[config.mk]
export PLATFORM = sky130hd
export DESIGN_NAME = prst_front
export DESIGN_NICKNAME = d
export VERILOG_FILES = /design/src/hdl/prst_pkg.sv /design/src/hdl/prst_queue.sv /design/src/hdl/prst_front.sv
export SDC_FILE = /design/constraint.sdc
export NUM_CORES = 1
export LEC_CHECK = 0
export BUFFER_PORTS_ARGS = -buffer_cell sky130_fd_sc_hd__buf_2
export CORE_ASPECT_RATIO = 2
export CORE_MARGIN = 1.5
export CORE_UTILIZATION = 48
export CTS_BUF_LIST = sky130_fd_sc_hd__clkbuf_2
export CTS_CLUSTER_SIZE = 16
export DETAILED_ROUTE_END_ITERATION = 16
export PLACE_DENSITY = 0.79
export SLEW_MARGIN = 40
export SYNTH_ARGS = -nofsm -noshare
export SYNTH_HDL_FRONTEND = slang
export SYNTH_SLANG_ARGS = --single-unit
[constraint.sdc]
create_clock -name i_clk -period 4.6 [get_ports i_clk]
set_input_delay 0.69 -clock i_clk [delete_from_list [all_inputs] [get_ports i_clk]]
set_output_delay 0.69 -clock i_clk [all_outputs]
set_load 0.005 [all_outputs]
[src/hdl/prst_pkg.sv]
// ----------------------------------------------------------------------------
// prst_pkg: shared types and constants of the peer reputation score table
// Request and result layouts, event modes, config indexes and score limits.
// ----------------------------------------------------------------------------
`default_nettype none

package prst_pkg;

    localparam int unsigned KEY_W   = 64;
    localparam int unsigned SCORE_W = 14;
    localparam int unsigned DELTA_W = 16;

    localparam logic [SCORE_W-1:0]        SCORE_MAX   = 14'd10000;
    localparam logic signed [DELTA_W-1:0] SCORE_MAX_S = 16'sd10000;
    localparam logic signed [DELTA_W-1:0] SCORE_MIN_S = -16'sd10000;

    typedef enum logic [2:0] {
        MODE_FLOOD     = 3'd0,
        MODE_REPLAY    = 3'd1,
        MODE_SIGNATURE = 3'd2,
        MODE_CUSTODY   = 3'd3,
        MODE_SUCCESS   = 3'd4,
        MODE_FAILURE   = 3'd5,
        MODE_WEIGHTED  = 3'd6,
        MODE_QUERY     = 3'd7
    } t_mode;

    typedef enum logic [2:0] {
        CFG_FLOOD     = 3'd0,
        CFG_REPLAY    = 3'd1,
        CFG_SIGNATURE = 3'd2,
        CFG_CUSTODY   = 3'd3,
        CFG_FAILURE   = 3'd4,
        CFG_SUCCESS   = 3'd5,
        CFG_DEFAULT   = 3'd6,
        CFG_UNUSED    = 3'd7
    } t_cfg_idx;

    localparam logic [SCORE_W-1:0] RST_FLOOD     = 14'd500;
    localparam logic [SCORE_W-1:0] RST_REPLAY    = 14'd1500;
    localparam logic [SCORE_W-1:0] RST_SIGNATURE = 14'd2000;
    localparam logic [SCORE_W-1:0] RST_CUSTODY   = 14'd500;
    localparam logic [SCORE_W-1:0] RST_FAILURE   = 14'd200;
    localparam logic [SCORE_W-1:0] RST_SUCCESS   = 14'd100;
    localparam logic [SCORE_W-1:0] RST_DEFAULT   = 14'd10000;

    typedef struct packed {
        t_mode                     mode;
        logic [KEY_W-1:0]          peer_key;
        logic signed [DELTA_W-1:0] adj_delta;
    } t_req;

    typedef struct packed {
        logic [SCORE_W-1:0] score;
        logic               was_known;
        logic               evicted;
    } t_rsp;

    // Classified request passed from front to back.
    typedef struct packed {
        t_mode                     mode;
        logic [KEY_W-1:0]          peer_key;
        logic signed [DELTA_W-1:0] delta;
    } t_job;

    typedef struct packed {
        logic [SCORE_W-1:0] flood;
        logic [SCORE_W-1:0] replay;
        logic [SCORE_W-1:0] signature;
        logic [SCORE_W-1:0] custody;
        logic [SCORE_W-1:0] failure;
        logic [SCORE_W-1:0] success;
    } t_cfg;

    typedef enum logic [1:0] {
        ST_IDLE  = 2'd0,
        ST_SCAN  = 2'd1,
        ST_APPLY = 2'd2
    } t_bk_state;

endpackage

`default_nettype wire

[src/hdl/prst_queue.sv]
// ----------------------------------------------------------------------------
// prst_queue: two-entry job queue
// Decouples the classifying front from the table-walking back.
// ----------------------------------------------------------------------------
`default_nettype none

module prst_queue
    import prst_pkg::*;
(
    input  wire logic i_clk,
    input  wire logic i_rst_n,
    input  wire logic i_push,
    input  wire t_job i_data,
    output logic      o_full,
    output logic      o_vld,
    output t_job      o_data,
    input  wire logic i_pop
);

    t_job       r_mem [2];
    logic       r_wr_ptr;
    logic       r_rd_ptr;
    logic [1:0] r_cnt;

    assign o_full = (r_cnt == 2'd2);
    assign o_vld  = (r_cnt != 2'd0);
    assign o_data = r_mem[r_rd_ptr];

    always_ff @(posedge i_clk) begin
        if (i_push) begin
            r_mem[r_wr_ptr] <= i_data;
        end
    end

    always_ff @(posedge i_clk) begin
        if (!i_rst_n) begin
            r_wr_ptr <= 1'b0;
            r_rd_ptr <= 1'b0;
            r_cnt    <= 2'd0;
        end else begin
            if (i_push) begin
                r_wr_ptr <= ~r_wr_ptr;
            end
            if (i_pop) begin
                r_rd_ptr <= ~r_rd_ptr;
            end
            r_cnt <= r_cnt + 2'(i_push) - 2'(i_pop);
        end
    end

`ifndef ASSERT_OFF
    a_no_overflow: assert property (@(posedge i_clk) disable iff (!i_rst_n)
        o_full |-> !i_push) else $error("queue push while full");
    a_no_underflow: assert property (@(posedge i_clk) disable iff (!i_rst_n)
        !o_vld |-> !i_pop) else $error("queue pop while empty");
    a_cnt_range: assert property (@(posedge i_clk) disable iff (!i_rst_n)
        r_cnt != 2'd3) else $error("queue count out of range");
`endif

endmodule

`default_nettype wire

[src/hdl/prst_front.sv]
// ----------------------------------------------------------------------------
// prst_front: request intake and classification
// Turns the mode into a signed score delta and pushes the job to the queue.
// ----------------------------------------------------------------------------
`default_nettype none

module prst_front
    import prst_pkg::*;
(
    input  wire logic i_clk,
    input  wire logic i_rst_n,
    input  wire logic i_vld,
    input  wire t_req i_req,
    output logic      o_stall,
    input  wire t_cfg i_cfg,
    output logic      o_job_vld,
    output t_job      o_job,
    input  wire logic i_job_pop
);

    logic                      full;
    logic                      push;
    logic signed [DELTA_W-1:0] delta;
    t_job                      job;

    // Penalties subtract, the reward adds, weighted deltas clamp to +-1.0.
    always_comb begin
        unique case (i_req.mode)
            MODE_FLOOD:     delta = -signed'({2'b00, i_cfg.flood});
            MODE_REPLAY:    delta = -signed'({2'b00, i_cfg.replay});
            MODE_SIGNATURE: delta = -signed'({2'b00, i_cfg.signature});
            MODE_CUSTODY:   delta = -signed'({2'b00, i_cfg.custody});
            MODE_SUCCESS:   delta = signed'({2'b00, i_cfg.success});
            MODE_FAILURE:   delta = -signed'({2'b00, i_cfg.failure});
            default: begin
                if (i_req.adj_delta > SCORE_MAX_S) begin
                    delta = SCORE_MAX_S;
                end else if (i_req.adj_delta < SCORE_MIN_S) begin
                    delta = SCORE_MIN_S;
                end else begin
                    delta = i_req.adj_delta;
                end
            end
        endcase
        job.mode     = i_req.mode;
        job.peer_key = i_req.peer_key;
        job.delta    = delta;
    end

    assign o_stall = full;
    assign push    = i_vld && !full;

    prst_queue u_queue (
        .i_clk   (i_clk),
        .i_rst_n (i_rst_n),
        .i_push  (push),
        .i_data  (job),
        .o_full  (full),
        .o_vld   (o_job_vld),
        .o_data  (o_job),
        .i_pop   (i_job_pop)
    );

endmodule

`default_nettype wire

==> summary by stage <==
Synth
The count of different cell masters after synthesis is 50. The count of synthesis-stage warnings from yosys is 0. The share of synthesized area occupied by flip-flops and latches is 62.23%.

Synthesis produced a netlist whose cell count is 592. Of all flip-flops after synthesis, the portion carrying an async set or reset was 0%. In the synthesized netlist the dominant register cell turns out to be sky130_fd_sc_hd__edfxtp_1. The mean post-synth cell area is 13.80 um2. The register bit count reported by yosys is 171.

Synthesis produced a netlist with a net count of 771. In this run, synthesis inferred 166 flip-flops with an integrated enable. The post-synthesis instance area is 8172 um2.

Clocking
The tree is rooted in a sky130_fd_sc_hd__clkbuf_2. The buffer levels on the longest clock path is 2. The number of buffers added by the clock tree synthesis step is 17. The clock latency reported for the late side of the worst-skew pair is 0.68 ns. Clock-pin slew was measured on the worst setup and hold paths at 0.23 ns. In this run the post-CTS setup repair buffer count came out at 0.

The number of H-tree levels is 4. The clock tree from TritonCTS is yes. The post-cts gate resize count is 0. The TritonCTS sink count is 171. After clock tree synthesis, the flow added hold-fix buffers numbering 0.

Route
The violation count after the first detailed-route iteration is 285. The number of optimization iterations in the first detailed-route pass is 5. Wires add up to 23560 um.

The post-detailed-route via-to-cell ratio is 5.718. After detailed routing, the number of remaining DRC violations is 0. The antenna violation net count after detailed routing is 0. Dividing the detail-routed wire length by the instance count gives 21.89 um.

The total vias in the final route is 6153.

STA
The minimum clock period after layout is 2.865 ns. The number of max-slew violations in the final report is 0. The final worst hold slack is 0.1730 ns. After layout, the worst setup slack is 1.735 ns.

At the pin with the least slew margin, the transition time is 0.7469 ns. The final setup TNS is 0 ns. The achievable frequency is 349.0 MHz. The count of final setup violators is 0. Across the routed clock network, the largest skew measured is 0.02707 ns.

Setup repair after global routing left no endpoint under its margin. The final critical path takes up 62.28% of the cycle. The number of endpoints with negative hold slack in the final report is 0.

Headroom to the max-slew limit came out at 49.82%.

Global route
Entering global routing, the biggest net connects 43 pins. The initial antenna violation count is 5. The layer flagged by global routing as most heavily used is met2. Global routing consumed, on the met3 layer, 3.366% of the routing resources. The total global-route track usage is 26.63%. The number of global-route vias before repair is 6338. Global routing finished with a remaining overflow of 0. The first global-routing pass estimated 34160 um of wire. The met2 demand-to-capacity share in global routing is 50.41%. The met1 routing resource usage after global routing is 23.66%.

Critical path
The category of the critical setup timing path is reg -> out. The worst setup path is captured at an output port. The cell depth of the worst flop-to-flop path is 5. The worst setup path is launched from a flip-flop.

The reg-to-reg critical path startpoint is u_queue.r_cnt[0]. The worst register-to-register path ends at u_queue.r_mem[0][15]. The slack of the worst reg-to-reg path is 2.60 ns. STA puts the critical path data required time at 3.91 ns.

STA puts the critical path data arrival time at 2.18 ns. Of all nets on the critical path, the largest fanout is 42.

Floorplan
The floorplan step defined a die boundary enclosing 17860 um2. The core area is 16680 um2. In this run the count of I/O pins placed on the die edge is 256. Measured along the x axis, the die boundary spans 95.26 um. The die is 187.5 um tall.

Once the floorplan was initialized, standard cells occupied 48.98% of the core. Row generation in the floorplan step produced 67 rows.

Placement
The wire-length estimate of the detail-placed layout is 18540 um. The number of port buffers is 255. Timing analysis after detailed placement gives a worst setup slack of 1.578 ns. After detailed placement, the design holds a cell count of 1040. The congestion estimate from routability-driven global placement came to 0.9746.

Summing all placed instances gives a cell area of 9763 um2.

Worst hold path
The worst hold-check path type is in -> reg. The hold-critical path endpoint is u_queue.r_mem[1][33]. The cell count of the worst hold path is 1. The startpoint of the most critical hold path is i_req[33].

Power
Summed over all cells, the static leakage comes to 3.791 nW. In this run the power density over the cells is 377.8 nW/um2. IR analysis of the VDD net gives a maximum drop of 0.1487 mV. Total power for the finished layout comes to 3.814 mW.

Status
The run finished with clean final reports.

Layout
The final standard cell utilization of the core is 60.51%. The signed area change from the synthesized netlist to the final layout is 23.53%. The post-route netlist has 45.77% of its cells at a drive strength greater than 1. The storage element area is 5089 um2. The final layout contains 1031 nets.

Summing all multi-input logic gate instances after layout gives 2958 um2. The post-layout instance area is 10090 um2. Counting the fill cells in the layout gives 1376. The count of non-filler cells in the finished layout is 1076.

Flow run
The count of max-cap constraint violations is 0.
-- cell usage after synthesis, drive strengths merged, types with 3 or more instances --
library cell  instances  share of area, %
nor2                 16              0.73
nand2                24               1.1
nand2b                7              0.54
o21ai                16              0.98
xor2                 15               1.6
o41ai                 3              0.32
a32oi                 6              0.64
o21a                  3              0.28
o22ai                 4              0.31
ha                    8               1.2
nand3                13              0.80
or3                  13               1.1
a22oi                17               1.6
dfxtp                 5               1.2
or2                   5              0.38
clkbuf               24               1.1
mux2                 85                12
nor2b                 6              0.46
a221oi                5              0.54
nor4                  9              0.69
and3                  3              0.23
nand4                 6              0.46
xnor2                35               3.8
nor3                 21               1.3
inv                  18              0.83
edfxtp              166                61
a21oi                13              0.80
and2                  8              0.61
o31ai                 7              0.64
nor3b                 4              0.37
or4                   9              0.92
-- cell type report --
cell class	instances	area share, %
sequential	171	50.41
clock inverter	12	2.181
antenna	6	0.1487
tap	207	2.566
clock buffer	18	0.8924
inverter	18	0.6693
multi-input combinational	378	29.30
timing repair buffer	266	13.83
-- kinds of logic after synthesis --
family	share of synthesized area, %
buffers and inverters	1.990
adders and majority gates	1.225
muxes	11.84
xor gates and xnor gates	5.359
AOI/OAI and AO/OA	7.273
and+or+nand+nor	10.09
DFF	62.23
-- cell usage in the layout (no fill, tap or decap), types with 16 or more instances in the layout --
cell	n
sky130_fd_sc_hd__buf_2	255
sky130_fd_sc_hd__edfxtp_1	166
sky130_fd_sc_hd__mux2_2	85
sky130_fd_sc_hd__xnor2_1	35
sky130_fd_sc_hd__nand2_1	24
sky130_fd_sc_hd__nor3_1	20
sky130_fd_sc_hd__inv_1	18
sky130_fd_sc_hd__clkbuf_2	18
sky130_fd_sc_hd__o21ai_0	16
sky130_fd_sc_hd__a22oi_1	16
-- how the worst max path moves through the flow --
stage	startpoint	end	slack (ns)	cells past startpoint
global placement	i_cfg[14]	u_queue.r_mem[0][14]	1.60	8
CTS	flip-flop	o_job[42]	1.65	4
finish	flip-flop	o_job[42]	1.73	4
global route	flip-flop	o_job[67]	1.58	4
floorplan	i_vld	u_queue.r_mem[0][0]	1.23	2
detailed placement	i_cfg[14]	u_queue.r_mem[0][14]	1.58	8
-- worst max-delay path: stages (launching register included) --
cell                      delay, ns
sky130_fd_sc_hd__dfxtp_4       0.45
sky130_fd_sc_hd__buf_12        0.23
sky130_fd_sc_hd__buf_12        0.27
sky130_fd_sc_hd__mux2_2        0.37
sky130_fd_sc_hd__buf_2         0.13
-- report_power, final --
group	internal [mW]	switching (mW)
sequential	1.98	0.0580
clock	0.462	0.481
combinational	0.380	0.452
total	2.82	0.992
-- flip-flops by register name (all words and copies together), names as in the netlist, named ones only --
| register | count |
|---|---|
| u_queue.r_mem | 166 |
| u_queue.r_cnt | 2 |
| u_queue.r_rd_ptr | 1 |
| u_queue.r_wr_ptr | 1 |
-- layer usage --
metal  vias to the layer above  wire length (um)
met5                         -                 0
met4                         0              1807
met3                        88              1196
met2                       313             13510
met1                      2940              7046
li1                       2812                 -
(Power assumes the default switching activity.)
